### config.mk
export PLATFORM = sky130hd
export DESIGN_NAME = icm_back
export DESIGN_NICKNAME = d
export VERILOG_FILES = /design/src/sv/icm_pkg.sv /design/src/sv/icm_back.sv
export SDC_FILE = /design/constraint.sdc
export NUM_CORES = 1
export LEC_CHECK = 0
export BUFFER_PORTS_ARGS = -buffer_cell sky130_fd_sc_hd__buf_4
export CORE_MARGIN = 4
export CORE_UTILIZATION = 55
export DETAILED_ROUTE_END_ITERATION = 7
export HOLD_SLACK_MARGIN = 0.08
export PLACE_DENSITY = 0.82
export SLEW_MARGIN = 20
export SYNTH_ARGS = -nofsm -noshare
export SYNTH_HDL_FRONTEND = slang
export SYNTH_SLANG_ARGS = --single-unit
### constraint.sdc
create_clock -name clk -period 10.94 [get_ports clk]
set_input_delay 1.094 -clock clk [delete_from_list [all_inputs] [get_ports clk]]
set_output_delay 1.094 -clock clk [all_outputs]
set_load 0.02 [all_outputs]
### src/sv/icm_pkg.sv
// Types, formats and coefficient tables shared by the Ic magnitude pipeline.
`default_nettype none
package icm_pkg;

  localparam int MAG_WIDTH = 24;
  localparam int FRAC_BITS = 16;
  localparam int COEF_FRAC = 24;
  localparam int COEF_W    = 32;
  localparam int SPLIT_W   = 23;
  localparam logic [SPLIT_W-1:0] SPLIT_RESET = SPLIT_W'(229376);

  // Q.24 scaling of the color term
  localparam int UP   = (FRAC_BITS <= COEF_FRAC) ? COEF_FRAC - FRAC_BITS : 0;
  localparam int DOWN = (FRAC_BITS > COEF_FRAC) ? FRAC_BITS - COEF_FRAC : 0;

  // accumulator is clamped to +-2^ACC_LIM_LOG
  localparam int ACC_LIM_LOG = 35;
  localparam int ACC_W       = ACC_LIM_LOG + 2;
  // x is clamped to +-8.0, that is +-2^(COEF_FRAC+3) in Q.24
  localparam int XQ_W        = COEF_FRAC + 5;
  // accumulator split for the two partial products
  localparam int LO_W        = 18;
  localparam int HI_W        = ACC_W - LO_W;
  localparam int PROD_W      = HI_W + XQ_W;
  localparam int SUM_W       = ACC_W + XQ_W + 2;
  localparam int STEPS       = 7;

  // c1 .. c8 at index 0 .. 7, Q.24
  localparam logic signed [COEF_W-1:0] GIANT_COEF [8] = '{
    -32'sd148975,   32'sd12399549,  32'sd5488633,   32'sd19128862,
    -32'sd3202162,  -32'sd13252028, 32'sd8708623,   -32'sd8990689
  };
  localparam logic signed [COEF_W-1:0] DWARF_COEF [8] = '{
    32'sd1494278,   32'sd22140473,  32'sd7485670,   -32'sd19933463,
    32'sd4136543,   32'sd142247757, 32'sd175590175, 32'sd61089635
  };

  typedef struct packed {
    logic signed [MAG_WIDTH-1:0] b_mag;
    logic signed [MAG_WIDTH-1:0] v_mag;
    logic signed [MAG_WIDTH-1:0] log_gravity;
  } star_t;

  typedef struct packed {
    logic signed [MAG_WIDTH-1:0] ic_mag;
    logic                        used_giant_set;
  } result_t;

  // between Horner steps
  typedef struct packed {
    logic                        giant;
    logic signed [MAG_WIDTH-1:0] v_mag;
    logic signed [XQ_W-1:0]      xq;
    logic signed [ACC_W-1:0]     acc;
  } horner_t;

  // inside a Horner step, after the partial products
  typedef struct packed {
    logic                        giant;
    logic signed [MAG_WIDTH-1:0] v_mag;
    logic signed [XQ_W-1:0]      xq;
    logic signed [PROD_W-1:0]    hi_prod;
    logic signed [PROD_W-1:0]    lo_prod;
  } prod_t;

endpackage
`default_nettype wire

### src/sv/icm_back.sv
// Output stage: back to Q.FRAC_BITS, Ic = V - y - 1, saturation.
`default_nettype none
module icm_back (
  input  wire logic              clk,
  input  wire logic              rst,
  input  wire logic              tail_valid,
  output logic                   tail_ready,
  input  wire icm_pkg::horner_t  tail,
  output logic                   result_valid,
  input  wire logic              result_ready,
  output icm_pkg::result_t       result
);

  localparam int MW   = icm_pkg::MAG_WIDTH;
  localparam int FB   = icm_pkg::FRAC_BITS;
  localparam int Y_W  = icm_pkg::ACC_W + icm_pkg::DOWN + 1;
  localparam int IC_W = ((MW > Y_W) ? MW : Y_W) + 2;
  localparam logic signed [Y_W-1:0] YRND =
    (icm_pkg::UP > 0) ? Y_W'(64'sd1 <<< (icm_pkg::UP - 1)) : '0;
  localparam logic signed [IC_W-1:0] ONE   = IC_W'(64'sd1 <<< FB);
  localparam logic signed [IC_W-1:0] IC_HI = IC_W'((64'sd1 <<< (MW - 1)) - 64'sd1);
  localparam logic signed [IC_W-1:0] IC_LO = -IC_HI - IC_W'(1);

  logic signed [Y_W-1:0]  acc_ext;
  logic signed [Y_W-1:0]  yf;
  logic signed [IC_W-1:0] ic;
  icm_pkg::result_t       result_next;

  always_comb begin
    acc_ext = Y_W'(tail.acc);
    if (icm_pkg::UP > 0) begin
      yf = (acc_ext + YRND) >>> icm_pkg::UP;
    end else begin
      yf = acc_ext <<< icm_pkg::DOWN;
    end
    ic = IC_W'(tail.v_mag) - IC_W'(yf) - ONE;
    if (ic > IC_HI) begin
      result_next.ic_mag = MW'(IC_HI);
    end else if (ic < IC_LO) begin
      result_next.ic_mag = MW'(IC_LO);
    end else begin
      result_next.ic_mag = MW'(ic);
    end
    result_next.used_giant_set = tail.giant;
  end

  assign tail_ready = !result_valid || result_ready;

  always_ff @(posedge clk) begin
    if (rst) begin
      result_valid <= 1'b0;
    end else if (tail_ready) begin
      result_valid <= tail_valid;
    end
  end

  always_ff @(posedge clk) begin
    if (tail_ready && tail_valid) begin
      result <= result_next;
    end
  end

endmodule
`default_nettype wire

==> run summary <==
port bufs - 85
Routed Wire Length - 8900 um
Post-DP HPWL - 7720 um
capturing element type of the critical path - flop
Fmax - 168 MHz
die width - 94.0 um
critical path's top delay family - simple AND/OR/NAND/NOR gates
largest net degree at the start of global routing - 26
TritonRoute pass-1 iters - 5
cell taking the most area after synthesis - edfxtp_1
DR vias - 3696
Core Util, Final - 0.662
setup TNS - 0 ps
Top FF cell, synth - edfxtp_1
pre-CTS setup slack - 4460 ps
clock period minus worst slack - 5950 ps
# DRC - 0
Commonest cells post-synth - 60 x ha_1, 50 x inv_1, 36 x nand2_1
number of flops mapped to enable cells by yosys - 25
Leak - 2.12 nW
HP Class - flop to flop
insertion delay of the later-clocked pin in the worst-skew pair - 260 ps
initial core utilization - 0.563
status - completed
Clock Sink Count - 26
Worst path slowest cell - o21ai_4
post_cts resized - 0
diode count - 0
First DRT Iteration DRCs - 221
Seq/Total Area, Yosys - 0.190
Routed Antenna Nets - 0
CTS Root Buffer Type - clkbuf_8
Vias/cell - 5.66
Final setup viols - 0
Core Footprint - 7210 um^2
Data required, critical path - 10920 ps
share of the synthesized area in the top cell type - 0.185
Unique masters post-synth - 76
Worst path most repeated cell - and4_1
I/O pins - 122
GP Congestion - 0.900
per-cell routed wire length - 13.6 um
setup bufs post-CTS - 0
Worst-path clk slew - 80 ps
Worst-Margin Slew - 1000 ps
Num CTS Buffers - 3
htree depth - 1
crit start category - input pin
Hold Buf Count CTS - 0
CTS tree - yes
initial antenna violation count - 0
WP buf/inv - 2
fillers - 633
VDD IR-drop max - 0.0558 mV
crit path kind - input pin to flop
power per cell area - 108 nW/um^2
Critical Path Fanout Max - 21
cells after synthesis - 483
most frequent cell after synthesis - ha_1
Worst Clk Skew - 5.79 ps
critical-path cell list - buf_4, and3_1, nand4_1, nor2b_1, and4_1, and4_1, and3_1, nand2_1, xnor2_1, ha_1, inv_1, ha_1, a21o_1, o41a_1, mux2_1, and4_1, nand3b_1, o21ai_4, o21ai_2
Synth-to-Final Area Change - 17.5%
asr flop ratio synth - 0
die area - 8830 um^2
Hold Vio Cnt, Final - 0
max-cap viol count - 0
Clock Tree Buf Depth - 2
Post-Synthesis Net Count - 639
period utilisation layout - 0.544
Yosys reg bits - 26
CP arrival - 5930 ps
num rows - 31
synth top area cells - edfxtp_1 18%, ha_1 18%, xor2_1 6.0%
Setup WS post-layout - 4990 ps
Max stage delay on crit path - 660 ps
layout cells sized above 1 - 0.242
gr usage total - 0.204
global route overflow - 0
Post-Syn Area - 4060 um^2
Syn. warnings - 0
Max-slew headroom - 0.331
Final Max Slew Viols - 0
syn_area_per_cell - 8.41 um^2
final net count - 711
die height - 94.0 um
first-pass GRT wire length - 15000 um
RSZ-0062 raised after global routing - no
vias in the first global route - 3437
-- worst paths after layout --
check | from | endpoint | slack, ps | cells past startpoint
worst max-delay path | tail[9] | result[21] | 4990 | 19
worst min-delay path | result_valid | result_valid | 530 | 2
worst max register to register | result_valid | result[21] | 9330 | 2
worst min register to register | result_valid | result_valid | 530 | 2
-- per-stage QoR --
stage | cell area (um^2) | total power, W | instances | hold slack (ps)
2_1_floorplan | 4060 | 0.000376 | 483 | 729
3_3_place_gp | 4710 | 0.000448 | 649 | 497
3_5_place_dp | 4710 | 0.000457 | 649 | 521
4_1_cts | 4770 | 0.000515 | 653 | 533
5_1_grt | 4770 | 0.000556 | 653 | 577
6_report | 4770 | 0.000516 | 653 | 529
-- state kept, by name (all words and copies together) (netlist names) --
name / cells
result: 25
result_valid: 1
-- cell type report --
cell class	instances	area [um^2]	share of cell area
tap	99	124	0.0259
sequential	26	771	0.161
clock buffer	4	55.1	0.0115
inverter	50	188	0.0393
timing repair buffer	86	646	0.135
multi-input combinational	388	2990	0.627
-- power by group --
group	total [W]	leakage, nW	switching [W]	internal [W]
sequential	0.000136	0.251	0.00000369	0.000132
combinational	0.000323	1.84	0.000189	0.000134
clock	0.0000580	0.0288	0.0000259	0.0000320
total	0.000516	2.12	0.000218	0.000298
-- per-layer routing --
metal / track usage / up-vias / wire [um]
li1: - / 1898 / -
met1: 0.286 / 1675 / 4120
met2: 0.341 / 113 / 4220
met3: 0.0200 / 10 / 496
met4: 0.0385 / 0 / 57
met5: 0 / - / 0
-- cells by family (layout without fill, tap and decap cells) --
| family | count (synthesis) | after routing | synth area share |
|---|---|---|---|
| AND/OR/NAND/NOR | 138 | 138 | 0.187 |
| AO/OA/AOI/OAI | 135 | 135 | 0.238 |
| buffers and inverters | 69 | 140 | 0.0760 |
| adder cells (fa/ha/maj) | 61 | 61 | 0.190 |
| XOR/XNOR | 50 | 50 | 0.110 |
| flip-flops | 26 | 26 | 0.190 |
| multiplexers | 4 | 4 | 0.0105 |
-- placed cells by master (no fill, tap or decap), types with 13 or more instances in the layout --
cell type and count:
buf_4 86, ha_1 60, inv_1 50, nand2_1 36
a21oi_1 35, xor2_1 28, edfxtp_1 25, xnor2_1 21
nor2_1 20, o21ai_0 18, o21ai_2 15, a21o_1 14
nand3_1 13
-- worst reg2reg max path, stage by stage (launching register included) --
cell and delay, ps:
dfxtp_1 320, nand2b_1 110, and2_1 800
Power figures use the tool's default switching activity.
