--- config.mk ---
export PLATFORM = sky130hd
export DESIGN_NAME = icm_horner_step
export DESIGN_NICKNAME = d
export VERILOG_FILES = /design/src/sv/icm_pkg.sv /design/src/sv/icm_horner_step.sv
export SDC_FILE = /design/constraint.sdc
export NUM_CORES = 2
export LEC_CHECK = 0
export BUFFER_PORTS_ARGS = -buffer_cell sky130_fd_sc_hd__buf_2
export CORE_MARGIN = 5
export CORE_UTILIZATION = 40
export CTS_BUF_LIST = sky130_fd_sc_hd__clkbuf_16
export DETAILED_ROUTE_END_ITERATION = 7
export GPL_ROUTABILITY_DRIVEN = 0
export HOLD_SLACK_MARGIN = 0.05
export PLACE_DENSITY = 0.66
export SLEW_MARGIN = 20
export SYNTH_ARGS = -nofsm -noshare
export SYNTH_HDL_FRONTEND = slang
export SYNTH_SLANG_ARGS = --single-unit
--- constraint.sdc ---
create_clock -name clk -period 8.94 [get_ports clk]
set_input_delay 2.682 -clock clk [delete_from_list [all_inputs] [get_ports clk]]
set_output_delay 2.682 -clock clk [all_outputs]
set_load 0.01 [all_outputs]
--- src/sv/icm_pkg.sv ---
// Types, formats and coefficient tables shared by the Ic magnitude pipeline.
`default_nettype none
package icm_pkg;

  localparam int MAG_WIDTH = 24;
  localparam int FRAC_BITS = 16;
  localparam int COEF_FRAC = 24;
  localparam int COEF_W    = 32;
  localparam int SPLIT_W   = 23;
  localparam logic [SPLIT_W-1:0] SPLIT_RESET = SPLIT_W'(229376);

  // Q.24 scaling of the color term
  localparam int UP   = (FRAC_BITS <= COEF_FRAC) ? COEF_FRAC - FRAC_BITS : 0;
  localparam int DOWN = (FRAC_BITS > COEF_FRAC) ? FRAC_BITS - COEF_FRAC : 0;

  // accumulator is clamped to +-2^ACC_LIM_LOG
  localparam int ACC_LIM_LOG = 35;
  localparam int ACC_W       = ACC_LIM_LOG + 2;
  // x is clamped to +-8.0, that is +-2^(COEF_FRAC+3) in Q.24
  localparam int XQ_W        = COEF_FRAC + 5;
  // accumulator split for the two partial products
  localparam int LO_W        = 18;
  localparam int HI_W        = ACC_W - LO_W;
  localparam int PROD_W      = HI_W + XQ_W;
  localparam int SUM_W       = ACC_W + XQ_W + 2;
  localparam int STEPS       = 7;

  // c1 .. c8 at index 0 .. 7, Q.24
  localparam logic signed [COEF_W-1:0] GIANT_COEF [8] = '{
    -32'sd148975,   32'sd12399549,  32'sd5488633,   32'sd19128862,
    -32'sd3202162,  -32'sd13252028, 32'sd8708623,   -32'sd8990689
  };
  localparam logic signed [COEF_W-1:0] DWARF_COEF [8] = '{
    32'sd1494278,   32'sd22140473,  32'sd7485670,   -32'sd19933463,
    32'sd4136543,   32'sd142247757, 32'sd175590175, 32'sd61089635
  };

  typedef struct packed {
    logic signed [MAG_WIDTH-1:0] b_mag;
    logic signed [MAG_WIDTH-1:0] v_mag;
    logic signed [MAG_WIDTH-1:0] log_gravity;
  } star_t;

  typedef struct packed {
    logic signed [MAG_WIDTH-1:0] ic_mag;
    logic                        used_giant_set;
  } result_t;

  // between Horner steps
  typedef struct packed {
    logic                        giant;
    logic signed [MAG_WIDTH-1:0] v_mag;
    logic signed [XQ_W-1:0]      xq;
    logic signed [ACC_W-1:0]     acc;
  } horner_t;

  // inside a Horner step, after the partial products
  typedef struct packed {
    logic                        giant;
    logic signed [MAG_WIDTH-1:0] v_mag;
    logic signed [XQ_W-1:0]      xq;
    logic signed [PROD_W-1:0]    hi_prod;
    logic signed [PROD_W-1:0]    lo_prod;
  } prod_t;

endpackage
`default_nettype wire

--- src/sv/icm_horner_step.sv ---
// One Horner step: split multiply, then round, add coefficient and clamp.
`default_nettype none
module icm_horner_step #(
  parameter int K = 0
) (
  input  wire logic              clk,
  input  wire logic              rst,
  input  wire logic              up_valid,
  output logic                   up_ready,
  input  wire icm_pkg::horner_t  up,
  output logic                   dn_valid,
  input  wire logic              dn_ready,
  output icm_pkg::horner_t       dn
);

  localparam int SW = icm_pkg::SUM_W;
  localparam int CF = icm_pkg::COEF_FRAC;
  // coefficient moved to Q.48 plus the rounding half
  localparam logic signed [SW-1:0] G_ADD =
    (SW'(icm_pkg::GIANT_COEF[K]) <<< CF) + SW'(64'sd1 <<< (CF - 1));
  localparam logic signed [SW-1:0] D_ADD =
    (SW'(icm_pkg::DWARF_COEF[K]) <<< CF) + SW'(64'sd1 <<< (CF - 1));
  localparam int RS_W = SW - CF;
  localparam logic signed [RS_W-1:0] LIM = RS_W'(64'sd1 <<< icm_pkg::ACC_LIM_LOG);
  localparam logic signed [icm_pkg::ACC_W-1:0] ACC_LIM =
    icm_pkg::ACC_W'(64'sd1 <<< icm_pkg::ACC_LIM_LOG);

  logic                                 m_valid;
  logic                                 m_ready;
  icm_pkg::prod_t                       m;
  icm_pkg::prod_t                       m_next;
  logic signed [icm_pkg::HI_W-1:0]      acc_hi;
  logic signed [icm_pkg::LO_W:0]        acc_lo;
  logic signed [SW-1:0]                 sum;
  logic signed [RS_W-1:0]               rs;
  icm_pkg::horner_t                     dn_next;

  always_comb begin
    acc_hi         = up.acc[icm_pkg::ACC_W-1:icm_pkg::LO_W];
    acc_lo         = $signed({1'b0, up.acc[icm_pkg::LO_W-1:0]});
    m_next.giant   = up.giant;
    m_next.v_mag   = up.v_mag;
    m_next.xq      = up.xq;
    m_next.hi_prod = icm_pkg::PROD_W'(acc_hi) * icm_pkg::PROD_W'(up.xq);
    m_next.lo_prod = icm_pkg::PROD_W'(acc_lo) * icm_pkg::PROD_W'(up.xq);
  end

  assign up_ready = !m_valid || m_ready;
  assign m_ready  = !dn_valid || dn_ready;

  always_ff @(posedge clk) begin
    if (rst) begin
      m_valid <= 1'b0;
    end else if (up_ready) begin
      m_valid <= up_valid;
    end
  end

  always_ff @(posedge clk) begin
    if (up_ready && up_valid) begin
      m <= m_next;
    end
  end

  always_comb begin
    sum = (SW'(m.hi_prod) <<< icm_pkg::LO_W) + SW'(m.lo_prod)
        + (m.giant ? G_ADD : D_ADD);
    rs  = sum[SW-1:CF];
    dn_next.giant = m.giant;
    dn_next.v_mag = m.v_mag;
    dn_next.xq    = m.xq;
    if (rs > LIM) begin
      dn_next.acc = ACC_LIM;
    end else if (rs < -LIM) begin
      dn_next.acc = -ACC_LIM;
    end else begin
      dn_next.acc = icm_pkg::ACC_W'(rs);
    end
  end

  always_ff @(posedge clk) begin
    if (rst) begin
      dn_valid <= 1'b0;
    end else if (m_ready) begin
      dn_valid <= m_valid;
    end
  end

  always_ff @(posedge clk) begin
    if (m_ready && m_valid) begin
      dn <= dn_next;
    end
  end

  a_acc_range: assert property (@(posedge clk) disable iff (rst)
    dn_valid |-> (dn.acc <= ACC_LIM && dn.acc >= -ACC_LIM))
    else $error("accumulator outside clamp range");

  a_mult_moves: assert property (@(posedge clk) disable iff (rst)
    m_valid && m_ready |=> dn_valid)
    else $error("product stage request lost");

  a_stall_hold: assert property (@(posedge clk) disable iff (rst)
    dn_valid && !dn_ready |=> dn_valid && $stable(dn))
    else $error("stalled step output changed");

endmodule
`default_nettype wire

==> flow_summary_export.csv <==
group,metric,value,unit
synth,synth_top_area_frac,0.4488,
sta,fin_worst_skew,0.02951,ns
cts,clk_path_buf_depth,3,
route,num_vias,34350,
route,highest_layer,"met5",
critical_path,cp-start-kind,"primary input",
grt,antenna_found_initial,19,
cts,cts-hold-fix-buffers,0,
cells_and_area,postLayoutCoreUtil,0.4601,
route,m1WireLength,51.21,mm
synth,synth_fp_nets,6448,
sta,slew_violations,0,
route,firstDrtPassIters,8,
cts,cts_max_level,1,
sta,rsz0062_at_grt,"yes",
cells_and_area,nets,6847,
cells_and_area,layout_common_cells,"inv_1, fa_1, nand2_1, and2_1, buf_4",
synth,synthArstFlopShare,0,
floorplanning,fp.dieH,357.2,um
place,dp.final_hpwl,109.9,mm
grt,grt_max_degree,133,
sta,finalCritPeriodShare,0.9891,
sta,setup_violations,0,
route,route.detailed.drc,0,
cells_and_area,fillCellCount,11370,
grt,grt_pass1_wl,206.6,mm
route,routed_via_density,4.902,
synth,synth_area,48220,um2
hold_path,hold-path-cell-count,0,
place,port_buffers,187,
run,max_cap_violations,0,
critical_path,ff2ff_path_depth,14,
sta,relSlewSlack,0.3581,
cells_and_area,syn_to_final_growth,14.31,%
sta,clock.fmax,113.1,MHz
synth,ys.flop_type,"edfxtp_1",
synth,synth.area.top_cells,"fa_1, edfxtp_1, inv_1",
critical_path,worstSetupPathType,"in -> reg",
status,status,"finished, final reports clean",
cells_and_area,layout_commonest_cell,"inv_1",
sta,hold_viol_final,0,
cts,numCtsBuffers,28,
route,route.met3.wl,8.432,mm
cts,cts.sinks,225,
synth,synth_seq_area_share,0.1397,
hold_path,hold_class,"reg -> reg",
sta,holdWs,0.4073,ns
synth,yosysTopAreaCell,"fa_1",
floorplanning,dieArea,127600,um2
grt,grt-ovfl-total,0,
grt,track_usage,0.2054,
route,ant_nets,0,
synth,syn_inst,4962,
sta,finalCriticalPeriod,8.842,ns
critical_path,arrival,9.17,ns
floorplanning,die_w,357.2,um
grt,grt_pass1_vias,38000,
route,wl_per_cell,18.02,um
cts,clock_latency,0.61,ns
critical_path,path_max_fanout,12,
sta,worst_pin_slew,0.9628,ns
critical_path,critPathRequiredTime,9.27,ns
cts,cts_tree,"yes",
cts,clockRootBuffer,"clkbuf_16",
cells_and_area,layout-drive-gt1-share,0.1447,
synth,synth_cell_types,86,
sta,finalSetupTns,0,ns
synth,synth_area_per_cell,9.718,um2
route,wl_met2,61.43,mm
floorplanning,fp.coreArea,119800,um2
route,drt_iter0_markers,2073,
cts,path_clk_slew,0.07,ns
critical_path,crit_path_end_kind,"flip-flop",
synth,synth-edff-count,223,
route,wl,126.3,mm
floorplanning,pin_count,188,
floorplanning,rows,127,
floorplanning,start_util,0.4025,
synth,ys_seq_elements,225,
synth,synth-warning-count,0,
cells in the mapped netlist (5+ instances only):
library cell,number
a211oi_1,13
a21o_1,55
a21oi_1,122
a221oi_1,5
a31oi_1,8
and2_1,441
and3_1,16
and4_1,8
buf_1,6
buf_2,5
clkbuf_1,234
edfxtp_1,223
fa_1,1081
ha_1,310
inv_1,1186
nand2_1,692
nand2b_1,20
nand3_1,24
nand4_1,22
nor2_1,80
nor2_2,11
nor2b_1,23
nor2b_2,6
nor3_1,25
nor3_2,8
nor4_1,6
o211ai_1,5
o21a_1,16
o21ai_0,74
o21bai_1,16
or2_2,7
or4_1,5
xnor2_1,88
xor2_1,32
flip-flops by register name, indices dropped and copies added, names as in the netlist:
register,cells
dn,91
dn_next,54
dn_valid,1
m,78
m_valid,1
area by class of cell:
class / count / area (um2) / area share
sequential: 225 / 6736 / 0.1222
clock buffer: 28 / 700.7 / 0.01271
clock inverter: 24 / 236.5 / 0.004290
inverter: 1186 / 4452 / 0.08076
antenna: 13 / 32.53 / 0.0005902
multi-input combinational: 3303 / 36490 / 0.6620
timing repair buffer: 617 / 4456 / 0.08083
tap: 1612 / 2017 / 0.03659
per-layer routing:
metal / GRT usage / vias up
met3: 0.03090 / 202
met1: 0.2629 / 17530
met2: 0.3558 / 1056
li1: - / 15560
met5: 0 / -
met4: 0.07335 / 10
what timing repair did:
| action | CTS | global route |
|---|---|---|
| pin swaps | 5 | 12 |
| setup endpoints to repair | 13 | 27 |
| gates resized for setup | 28 | 53 |
| setup buffers | 1 | 6 |
metrics by stage:
step,setup slack (ns),cell area (um2),cells
after floorplan,-0.005867,48740,4962
after global placement,-0.7295,53800,6937
after detailed placement,-0.7975,53800,6937
after CTS,0.007025,54850,6990
after global routing,-0.1136,55100,6998
final,0.09782,55120,7008
cells by family (layout without fill, tap and decap cells):
| group | after synthesis | after routing | share of synthesized area |
|---|---|---|---|
| buffers and inverters | 1434 | 1855 | 0.1123 |
| AND/OR/NAND/NOR | 1413 | 1413 | 0.1449 |
| adder cells (fa/ha/maj) | 1391 | 1391 | 0.5292 |
| AO/OA/AOI/OAI | 377 | 377 | 0.05156 |
| flip-flops | 225 | 225 | 0.1397 |
| XOR/XNOR | 120 | 120 | 0.02180 |
| multiplexers | 2 | 2 | 0.0004411 |
| other | 0 | 13 | 0 |
critical path: stages:
cell and delay, ns:
buf_2 0.11, buf_12 0.15, buf_12 0.15, and2_1 0.16, fa_1 0.46, fa_1 0.51
inv_1 0.05, fa_1 0.48, inv_1 0.06, fa_1 0.46, fa_1 0.52, fa_1 0.59
ha_4 0.23, ha_4 0.28, buf_4 0.11, nand3_1 0.08, a211oi_2 0.33, o41ai_4 0.17
a2111oi_2 0.33, buf_4 0.19, o41ai_2 0.07, buf_4 0.16, o21ai_4 0.16, o21ai_2 0.11
o21bai_1 0.19, a31o_2 0.17, a21oi_1 0.07, xnor2_1 0.12
path summary, 6_finish.rpt:
path / from / endpoint / slack (ns)
max: up[49] / m[89]$_DFFE_PP_ / 0.1
min reg2reg: dn_next[61]$_DFFE_PP_ / dn[61]$_DFFE_PP_ / 0.41
max reg2reg: dn_next[90]$_DFFE_PP_ / dn[18]$_SDFFCE_PP0P_ / 3.55
min: dn_next[61]$_DFFE_PP_ / dn[61]$_DFFE_PP_ / 0.41
Power is not shown: default switching activity piles up to over one toggle a cycle in this logic, so the estimate is an artifact.
