===== config.mk =====
export PLATFORM = sky130hd
export DESIGN_NAME = icm_front
export DESIGN_NICKNAME = d
export VERILOG_FILES = /design/src/sv/icm_pkg.sv /design/src/sv/icm_front.sv
export SDC_FILE = /design/constraint.sdc
export NUM_CORES = 1
export LEC_CHECK = 0
export BUFFER_PORTS_ARGS = -buffer_cell sky130_fd_sc_hd__buf_4
export CAP_MARGIN = 20
export CORE_AREA = 2 2 173 124
export DETAILED_ROUTE_END_ITERATION = 10
export DIE_AREA = 0 0 175 126
export MAX_ROUTING_LAYER = met4
export PLACE_DENSITY_LB_ADDON = 0.12
export SYNTH_ARGS = -nofsm -noshare
export SYNTH_HDL_FRONTEND = slang
export SYNTH_SLANG_ARGS = --single-unit

===== constraint.sdc =====
create_clock -name clk -period 4.3 [get_ports clk]
set_input_delay 0.645 -clock clk [delete_from_list [all_inputs] [get_ports clk]]
set_output_delay 0.645 -clock clk [all_outputs]
set_load 0.02 [all_outputs]

===== src/sv/icm_pkg.sv =====
// Types, formats and coefficient tables shared by the Ic magnitude pipeline.
`default_nettype none
package icm_pkg;

  localparam int MAG_WIDTH = 24;
  localparam int FRAC_BITS = 16;
  localparam int COEF_FRAC = 24;
  localparam int COEF_W    = 32;
  localparam int SPLIT_W   = 23;
  localparam logic [SPLIT_W-1:0] SPLIT_RESET = SPLIT_W'(229376);

  // Q.24 scaling of the color term
  localparam int UP   = (FRAC_BITS <= COEF_FRAC) ? COEF_FRAC - FRAC_BITS : 0;
  localparam int DOWN = (FRAC_BITS > COEF_FRAC) ? FRAC_BITS - COEF_FRAC : 0;

  // accumulator is clamped to +-2^ACC_LIM_LOG
  localparam int ACC_LIM_LOG = 35;
  localparam int ACC_W       = ACC_LIM_LOG + 2;
  // x is clamped to +-8.0, that is +-2^(COEF_FRAC+3) in Q.24
  localparam int XQ_W        = COEF_FRAC + 5;
  // accumulator split for the two partial products
  localparam int LO_W        = 18;
  localparam int HI_W        = ACC_W - LO_W;
  localparam int PROD_W      = HI_W + XQ_W;
  localparam int SUM_W       = ACC_W + XQ_W + 2;
  localparam int STEPS       = 7;

  // c1 .. c8 at index 0 .. 7, Q.24
  localparam logic signed [COEF_W-1:0] GIANT_COEF [8] = '{
    -32'sd148975,   32'sd12399549,  32'sd5488633,   32'sd19128862,
    -32'sd3202162,  -32'sd13252028, 32'sd8708623,   -32'sd8990689
  };
  localparam logic signed [COEF_W-1:0] DWARF_COEF [8] = '{
    32'sd1494278,   32'sd22140473,  32'sd7485670,   -32'sd19933463,
    32'sd4136543,   32'sd142247757, 32'sd175590175, 32'sd61089635
  };

  typedef struct packed {
    logic signed [MAG_WIDTH-1:0] b_mag;
    logic signed [MAG_WIDTH-1:0] v_mag;
    logic signed [MAG_WIDTH-1:0] log_gravity;
  } star_t;

  typedef struct packed {
    logic signed [MAG_WIDTH-1:0] ic_mag;
    logic                        used_giant_set;
  } result_t;

  // between Horner steps
  typedef struct packed {
    logic                        giant;
    logic signed [MAG_WIDTH-1:0] v_mag;
    logic signed [XQ_W-1:0]      xq;
    logic signed [ACC_W-1:0]     acc;
  } horner_t;

  // inside a Horner step, after the partial products
  typedef struct packed {
    logic                        giant;
    logic signed [MAG_WIDTH-1:0] v_mag;
    logic signed [XQ_W-1:0]      xq;
    logic signed [PROD_W-1:0]    hi_prod;
    logic signed [PROD_W-1:0]    lo_prod;
  } prod_t;

endpackage
`default_nettype wire


===== src/sv/icm_front.sv =====
// Front stage: gravity compare, color term, clamp and Q.24 conversion.
`default_nettype none
module icm_front (
  input  wire logic                          clk,
  input  wire logic                          rst,
  input  wire logic [icm_pkg::SPLIT_W-1:0]   gravity_split,
  input  wire logic                          star_valid,
  output logic                               star_ready,
  input  wire icm_pkg::star_t                star,
  output logic                               head_valid,
  input  wire logic                          head_ready,
  output icm_pkg::horner_t                   head
);

  localparam int MW   = icm_pkg::MAG_WIDTH;
  localparam int FB   = icm_pkg::FRAC_BITS;
  localparam int D_W  = ((MW > FB + 4) ? MW : FB + 4) + 2;
  localparam int X_W  = D_W + icm_pkg::UP;
  localparam int CMP_W = ((MW > icm_pkg::SPLIT_W) ? MW : icm_pkg::SPLIT_W) + 1;
  localparam logic signed [D_W-1:0] ONE  = D_W'(64'sd1 <<< FB);
  localparam logic signed [D_W-1:0] XLIM = D_W'(64'sd8 <<< FB);
  localparam logic signed [X_W-1:0] XRND =
    (icm_pkg::DOWN > 0) ? X_W'(64'sd1 <<< (icm_pkg::DOWN - 1)) : '0;
  localparam logic signed [icm_pkg::XQ_W-1:0] XQ_LIM =
    icm_pkg::XQ_W'(64'sd8 <<< icm_pkg::COEF_FRAC);

  logic signed [CMP_W-1:0]         g_ext;
  logic signed [CMP_W-1:0]         split_ext;
  logic                            giant;
  logic signed [D_W-1:0]           diff;
  logic signed [D_W-1:0]           x;
  logic signed [X_W-1:0]           x_ext;
  logic signed [X_W-1:0]           xq_wide;
  icm_pkg::horner_t                head_next;

  always_comb begin
    g_ext     = CMP_W'(star.log_gravity);
    split_ext = $signed(CMP_W'(gravity_split));
    giant     = g_ext < split_ext;
    diff      = D_W'(star.b_mag) - D_W'(star.v_mag) - ONE;
    if (diff > XLIM) begin
      x = XLIM;
    end else if (diff < -XLIM) begin
      x = -XLIM;
    end else begin
      x = diff;
    end
    x_ext = X_W'(x);
    if (icm_pkg::DOWN > 0) begin
      xq_wide = (x_ext + XRND) >>> icm_pkg::DOWN;
    end else begin
      xq_wide = x_ext <<< icm_pkg::UP;
    end
    head_next.giant = giant;
    head_next.v_mag = star.v_mag;
    head_next.xq    = icm_pkg::XQ_W'(xq_wide);
    head_next.acc   = giant ? icm_pkg::ACC_W'(icm_pkg::GIANT_COEF[7])
                            : icm_pkg::ACC_W'(icm_pkg::DWARF_COEF[7]);
  end

  assign star_ready = !head_valid || head_ready;

  always_ff @(posedge clk) begin
    if (rst) begin
      head_valid <= 1'b0;
    end else if (star_ready) begin
      head_valid <= star_valid;
    end
  end

  always_ff @(posedge clk) begin
    if (star_ready && star_valid) begin
      head <= head_next;
    end
  end

  a_xq_range: assert property (@(posedge clk) disable iff (rst)
    head_valid |-> (head.xq <= XQ_LIM && head.xq >= -XQ_LIM))
    else $error("color term outside clamp range");

endmodule
`default_nettype wire


==> results, run 1 <==
- The largest fanout on the critical path is 8.
- The overall routing resource usage is 13.9%.
- The worst-margin pin slew is 0.677 ns.
- The switching share of total power is about two fifths.
- The area fraction of the dominant cell type after synthesis is 28.2%.
- Clock latency on the worst-skew pair, taken at its later pin, is 0.31 ns.
- Port buffering added 173 buffers.
- After detailed routing, the number of vias per cell comes to 4.66.
- After clock tree synthesis, the flow added hold-fix buffers numbering 0.
- The share of layout cells above drive strength 1 is 33.7%.
- The total count of hold-check failures in the final report was 0.
- The number of max-slew violations in the final report is 0.
- The internal power consumption is about 1.2 mW.
- The total inserted antenna cells is 0.
- The worst-path cell with the longest stage delay is a2111oi_0.
- Summed over all instances, the cell type with the most area after synthesis is edfxtp_1.
- The CTS sink count is 48.
- Summed over all failing endpoints, the final setup total negative slack is 0 ns.
- The initialized floorplan defines 44 standard-cell rows.
- The die covers 22100 sq um.
- The finished cells cover 6640 sq um.
- Buffers inserted during clock tree synthesis total 5.
- The routed via count is 4523.
- The buffer cell driving the clock tree root is clkbuf_16.
- The critical path class is primary input to flop.
- The class of the tightest hold or removal check is primary input to flop.
- Across the run, the number of max-cap violations was 0.
- The DRC violation count after routing is 0.
- For this run, the post-layout net count is 864.
- The signal on the critical path passes through buf_4 -> inv_1 -> ha_1 -> ha_1 -> inv_1 -> fa_1 -> nor2b_1 -> o2111ai_1 -> a2111oi_0 -> buf_4 -> or4_1 -> nand3_1 -> a2111oi_4 -> nand2_1 -> o22ai_1.
- The worst pin sits at a relative slew slack of 54.5%.
- The detailed router's first-iteration violation count is 328.
- The post-CTS setup buffer count is 0.
- The number of antenna violations at the first check in global routing came to 0.
- The post-synthesis async set-or-reset flop share is 0%.
- The final global-route overflow total is 0.
- For the worst setup path, the data arrival time is ~4 ns.
- STA classifies the critical path endpoint as a flop.
- The part of the cycle the worst path needs is 89.5%.
- In this run the static leakage power is between 3 and 4 nW.
- Counting flops and latches in the post-synthesis netlist gives 48.
- The run finished with clean final reports.
- Routability-driven placement finished with a final weighted congestion of 0.851.
- The TritonCTS clock tree is yes.
- The first global-routing pass estimated 23.5 mm of wire.
- The average instance in the mapped netlist occupies 9.31 sq um.
- The post-cts gate resize count is 0.
- After synthesis, the netlist uses between 70 and 80 different library cells.
- Setup violations remaining at the end of the flow were counted as 0.
- The count of nets left with antenna violations once routing finished came out at 0.
- Data on the critical path is required at its endpoint by 4.45 ns.
- Summed over all nets, the half-perimeter wirelength after detailed placement is 12.0 mm.
- In this run, synthesis inferred 47 flip-flops with an integrated enable.
- The first detailed-routing pass took 5 iterations.
- The part of the Yosys area used for sequential elements is about 29%.
- Once placement finished, the instance area stood at between 6000 and 7000 sq um.
- Sequential cells burn between 20% and 30% of the power.
- On the worst path, the slowest cell contributes a delay of 0.51 ns.
- The register clock-pin slew on the reported worst setup and hold paths is approximately 0.07 ns.
- The peak supply drop is 0.165 mV.
- The filler cells instantiated in the layout total roughly 2100.
- The highest clock rate is 260 MHz.
- The kind of start point of the critical path is a primary input.
- The total net switching power is 0.743 mW.
- The maximum number of pins on one net before global-route repair is 30.
- For this configuration, the core starts out at a cell density of 24.5%.
- Setup repair after global routing left no endpoint under its margin.
- CTS built an H-tree with a depth of 2.
- Subtracting the final worst setup slack from the clock period gives 3.85 ns.
- The part of the power in combinational logic is 46.9%.
- The worst clock skew is 0.00699 ns.
- Measured on the finished design, the core utilization comes to 32.5%.
- For this run, the leading register cell type out of synthesis is edfxtp_1.
- On the final layout, the worst hold slack is 0.487 ns.
- The Yosys step of the flow raised 0 warnings.
- The number of global-route vias before repair was 4497.
- The die span in x is 175 microns.
- The largest delay contributor family on the critical path is compound AO/OA/AOI/OAI gates.
- The wire length per cell is 15.0 microns.
- The floorplan step set the die height to 126 microns.
- For this block, the routed nets add up to 14.6 mm of wire.
- In the post-synthesis netlist, the biggest area contributors are edfxtp_1 28%, ha_1 18%, buf_4 6.8%.
- Power spread over the standard cell area amounts to ~300 nW/um^2.
- Counting every instance in the synthesized netlist gives 537.
- After floorplanning, the core was sized to cover 20400 sq um.
- Of the total power, the clock network draws 24.4%.
- Together, buffers and inverters on the worst path number 4.
- The clock passes through at most 2 buffers.
- Compared with the post-synthesis result, the final layout area differs by 32.8%.
- The cell area after technology mapping is ~5000 sq um.
- 192 I/O pins were placed.
==> synth_stat cells, types with 7 or more instances <==
cell      instances
inv_1            69
nor3_1            8
o21ai_0          19
nand4b_1          7
nand2_1          32
nand4_1          11
clkbuf_1         10
a21oi_1          23
nand3_1          20
xnor2_1          10
ha_1             70
edfxtp_1         47
nor2_1           14
a21o_1           14
buf_4            45
o31ai_1           8
==> stage by stage <==
stage | setup slack [ns] | total power, mW | instances
after floorplan | 0.659 | 1.16 | 553
after global placement | 0.168 | 1.47 | 963
after detailed placement | 0.0903 | 1.47 | 963
after CTS | 0.413 | 1.96 | 971
after global routing | 0.149 | 2.07 | 971
final | 0.452 | 1.95 | 971
==> layout make-up <==
class | count | area, sq um | area share (%)
clock buffer | 5 | 125 | 1.89
clock inverter | 3 | 47.5 | 0.716
inverter | 69 | 259 | 3.90
multi-input combinational | 375 | 2970 | 44.7
sequential | 48 | 1430 | 21.6
tap | 276 | 345 | 5.20
timing repair buffer | 195 | 1460 | 22.1
==> logic make-up (layout without fill, tap and decap cells) <==
family | Yosys count | in the layout | synth area share, %
flip-flops | 48 | 48 | 28.6
other | 2 | 18 | 0.150
AO/OA/AOI/OAI | 131 | 131 | 20.7
adder cells (fa/ha/maj) | 71 | 71 | 17.9
AND/OR/NAND/NOR | 140 | 140 | 16.5
XOR/XNOR | 11 | 11 | 1.93
buffers and inverters | 130 | 272 | 13.4
multiplexers | 4 | 4 | 0.801
==> routing by layer <==
layer  part of all wire [%]  vias to the layer above  GRT usage, %  wire length (microns)
met1                     52                     2101          19.7                   7520
met2                     41                      185          19.8                   6000
met5                      0                        -             -                      0
li1                       -                     2229             -                      -
met3                    6.7                        8          3.44                    974
met4                   0.73                        0          2.94                    107
==> power by group through the flow <==
stage,clock (mW),combinational [mW],sequential (mW)
4_1_cts,0.494,0.911,0.559
3_3_place_gp,0,0.898,0.569
3_5_place_dp,0,0.906,0.569
2_1_floorplan,0,0.558,0.603
5_1_grt,0.511,1.00,0.562
6_report,0.475,0.913,0.558
==> worst register-to-register path: stages, from the launching register on <==
cell and delay (ns):
dfxtp_1 0.31, nand2b_1 0.09, and2_2 0.52, buf_4 0.47
==> placed cells by master, fill, tap and decap left out, drive strengths merged, types with 6 or more instances in the layout <==
cell type / synthesis / layout
ha: 70 / 70
o31ai: 10 / 10
nor3: 10 / 10
a21o: 14 / 14
nor2: 14 / 14
conb: 2 / 18
a211oi: 6 / 6
nand4: 11 / 11
o21ai: 21 / 21
o21a: 6 / 6
o22ai: 6 / 6
nor2b: 6 / 6
edfxtp: 47 / 47
nand4b: 7 / 7
nand2: 33 / 33
a21oi: 24 / 24
buf: 51 / 195
inv: 69 / 69
xnor2: 10 / 10
nand2b: 6 / 6
nand3: 21 / 21
==> final timing paths <==
check | from | endpoint | slack [ns] | depth (start not counted)
setup reg to reg | head_valid | head[71] | 2.55 | 3
hold reg to reg | head_valid | head_valid | 0.52 | 2
hold / removal | rst | head_valid | 0.49 | 2
setup / recovery | star[25] | head[53] | 0.45 | 15
==> flip-flops by register name, summed over array words and instances, names as in the netlist <==
name        cells
head           47
head_valid      1
No activity file was read; power rests on OpenSTA's default activity.
==> run 2, diff against run 1 <==
--- a/config.mk
+++ b/config.mk
@@ -12,6 +12,7 @@
 export DIE_AREA = 0 0 175 126
 export MAX_ROUTING_LAYER = met4
 export PLACE_DENSITY_LB_ADDON = 0.12
+export RECOVER_POWER = 25
 export SYNTH_ARGS = -nofsm -noshare
 export SYNTH_HDL_FRONTEND = slang
 export SYNTH_SLANG_ARGS = --single-unit
==> run 2 against run 1 <==
  * The flow now finishes with violations (max-capacitance violations, max-slew violations)
  * Sequential share of layout area increased by 0.14 points
  * Critical path depth unchanged
  * Largest cell class unchanged
  * Largest power group unchanged
  * Hold slack got worse by 0.0031 ns
  * Total power is 0.10% lower
  * Critical endpoint unchanged
==> results, run 2 (synthesized netlist as in run 1, its figures left out) <==
- The highest clock rate is 258 MHz (was 260 MHz).
- The layout overhead on the synthesized area is 31.9% (was 32.8%).
- The clock latency on the worst-skew pair is 0.31 ns (about the same).
- The critical path class was primary input to flop (unchanged).
- The final reports fail on max-capacitance violations, max-slew violations.
- The wire length per cell is 15.0 microns (about the same).
- The maximum number of pins on one net before global-route repair is 30 (unchanged).
- The total inserted antenna cells came to 0 (unchanged).
- The overall die area was 22100 sq um (unchanged).
- The proportion of power drawn by the clock network is 24.6% (was 24.4%).
- The worst clock skew is 0.00599 ns (was 0.00699 ns).
- The endpoint type of the worst setup path is a flop (unchanged).
- The worst hold-check slack is 0.483 ns (was 0.487 ns).
- The post-CTS setup buffer count is 0 (unchanged).
- The CTS sink count is 48 (unchanged).
- The number of standard cells in the final layout excluding fillers was 971 (unchanged).
- The number of nets still failing antenna checks after routing was 0 (unchanged).
- The time the worst path needs with I/O delays and setup is 3.87 ns (was 3.85 ns).
- The worst hold path startpoint was rst (unchanged).
- Result of the run: finished with violations (was complete, no violations).
- The detailed router's first-iteration violation count is 331 (was 328).
- The share of layout cells above drive strength 1 is 31.9% (was 33.7%).
- The overall routing resource usage is 13.9% (unchanged).
- The number of flip-flops in the largest register is 47 (unchanged).
- The number of antenna violations at the first check in global routing is 0 (unchanged).
- The top register by number of flip-flops is head (unchanged).
- The total power per unit cell area is 295 nW/um^2 (was 293 nW/um^2).
- The post-cts gate resize count was 0 (unchanged).
- The cell count of the worst reg-to-reg path is 3 (unchanged).
- Commonest cells after routing, fill and taps aside: 170 x buf_4, 70 x ha_1, 69 x inv_1 (was 195 x buf_4, 70 x ha_1, 69 x inv_1).
- The number of global-route vias before repair is 4497 (unchanged).
- The DRC violation count after routing is 0 (unchanged).
- The register-to-register path setup slack is 1.83 ns (was 2.55 ns).
- The total power consumption of the routed design was 1.94 mW (was 1.95 mW).
- The register clock-pin slew on the reported worst setup and hold paths is 0.07 ns (about the same).
- The core region area is 20400 sq um (unchanged).
- The part of the power in combinational logic is 46.7% (was 46.9%).
- The post-detailed-route via-to-cell ratio came to 4.63 (was 4.66).
- The number of max-slew violations in the final report is 20 (was 0).
- The iteration count of the initial detailed-routing pass was 5 (unchanged).
- Unrepaired setup endpoints after global routing: no (unchanged).
- The class of the tightest hold or removal check is primary input to flop (unchanged).
- The cts-stage hold buffer count is 0 (unchanged).
- The peak supply drop was 0.165 mV (about the same).
- The filler cell count in the final layout is 2121 (was 2111).
- The critical path data required time was 4.45 ns (about the same).
- The final wirelength is 14.6 mm (about the same).
- The most frequent standard cell in the layout excluding fill and tap cells is buf_4 (unchanged).
- The end-of-flow core utilization was 32.3% (was 32.5%).
- The max-capacitance violation count is 1 (was 0).
- The number of buffers added on ports was 173 (unchanged).
- The maximum level of the CTS H-tree is 2 (unchanged).
- The wire length of the first global-routing pass came to 23.5 mm (unchanged).
- The capturing point of the worst reg2reg path is head[71] (unchanged).
- The setup TNS is 0 ns (unchanged).
- The worst-margin pin slew is 1.55 ns (was 0.677 ns).
- The max-slew headroom at the worst pin was -3.25% (was 54.5%).
- The arrival time of the worst setup path is 4.03 ns (was 4.00 ns).
- The end point of the worst hold path was head_valid (unchanged).
- The leakage component of the power came to 3.05 nW (was 3.09 nW).
- The kind of start point of the critical path is a primary input (unchanged).
- The total net switching power is 0.745 mW (was 0.743 mW).
- The number of CTS-inserted buffers came to 5 (unchanged).
- The row count is 44 (unchanged).
- The detailed placement HPWL is 12.0 mm (unchanged).
- The hold-critical path depth is 2 (unchanged).
- The placer congestion estimate is 0.851 (unchanged).
- The TritonCTS clock tree is yes (unchanged).
- The final global-route overflow total is 0 (unchanged).
- The part of the cycle the worst path needs was 90.1% (was 89.5%).
- The buffer cell driving the clock tree root is clkbuf_16 (unchanged).
- The top-level I/O count was 192 (unchanged).
- The largest fanout on the critical path is 8 (unchanged).
- The effective utilization at floorplan is 24.5% (unchanged).
- The final-report setup violation count is 0 (unchanged).
- The maximum clock path buffer count is 2 (unchanged).
- The sequential share of power is 28.7% (about the same).
- The total count of hold-check failures in the final report is 0 (unchanged).
- Largest registers ranked by flip-flop count: head: 47 flops, head_valid: 1 flops (unchanged).
- The switching share of total power is 38.3% (was 38.2%).
- The beginning of the worst register-to-register path was head_valid (unchanged).
- The die outline height is 126 microns (unchanged).
- The total placed cells including tap cells is 963 (unchanged).
- The net count reported at finish is 864 (unchanged).
- The routed via count is 4497 (was 4523).
- The internal power consumption is 1.20 mW (about the same).
- The die span in x is 175 microns (unchanged).
-- run 2: cell type report --
cell class                 instances  area (sq um)  share of cell area [%]
multi-input combinational        375          2960                    44.9
clock buffer                       5           125                    1.90
sequential                        48          1430                    21.7
clock inverter                     3          47.5                   0.721
tap                              276           345                    5.24
timing repair buffer             195          1420                    21.6
inverter                          69           259                    3.93
-- run 2: power by group through the flow --
| stage | Sequential (mW) | Clock [mW] | Combinational [mW] |
|---|---|---|---|
| floorplan | 0.603 | 0 | 0.558 |
| global placement | 0.569 | 0 | 0.898 |
| detailed placement | 0.569 | 0 | 0.906 |
| CTS | 0.559 | 0.494 | 0.911 |
| global route | 0.563 | 0.511 | 0.995 |
| finish | 0.559 | 0.478 | 0.908 |
-- run 2: layer usage --
layer | global-route usage [%] | routed length, microns | up-vias
li1 | - | - | 2231
met5 | - | 0 | -
met2 | 19.8 | 5980 | 175
met4 | 2.94 | 132 | 0
met1 | 19.7 | 7470 | 2081
met3 | 3.44 | 990 | 10
-- run 2: worst max-delay path, cell delays in order --
cell	delay [ns]
clkbuf_4	0.11
inv_1	0.04
ha_1	0.26
ha_1	0.16
inv_1	0.05
fa_1	0.39
nor2b_1	0.21
o2111ai_1	0.19
a2111oi_0	0.51
buf_4	0.20
or4_1	0.13
nand3_1	0.13
a2111oi_4	0.45
nand2_1	0.29
o22ai_1	0.25
-- run 2: per-stage QoR --
stage | cell area [sq um] | setup WS [ns]
2_1_floorplan | 5060 | 0.659
3_3_place_gp | 6460 | 0.168
3_5_place_dp | 6460 | 0.0903
4_1_cts | 6640 | 0.413
5_1_grt | 6600 | 0.124
6_report | 6600 | 0.427
-- run 2: worst max-delay path by stage --
stage | startpoint | slack (ns) | end
6_report | star[25] | 0.43 | head[53]
5_1_grt | star[31] | 0.12 | head[53]
4_1_cts | star[31] | 0.41 | head[53]
3_5_place_dp | star[25] | 0.09 | head[53]
3_3_place_gp | star[31] | 0.17 | head[48]
2_1_floorplan | star[29] | 0.66 | head[61]
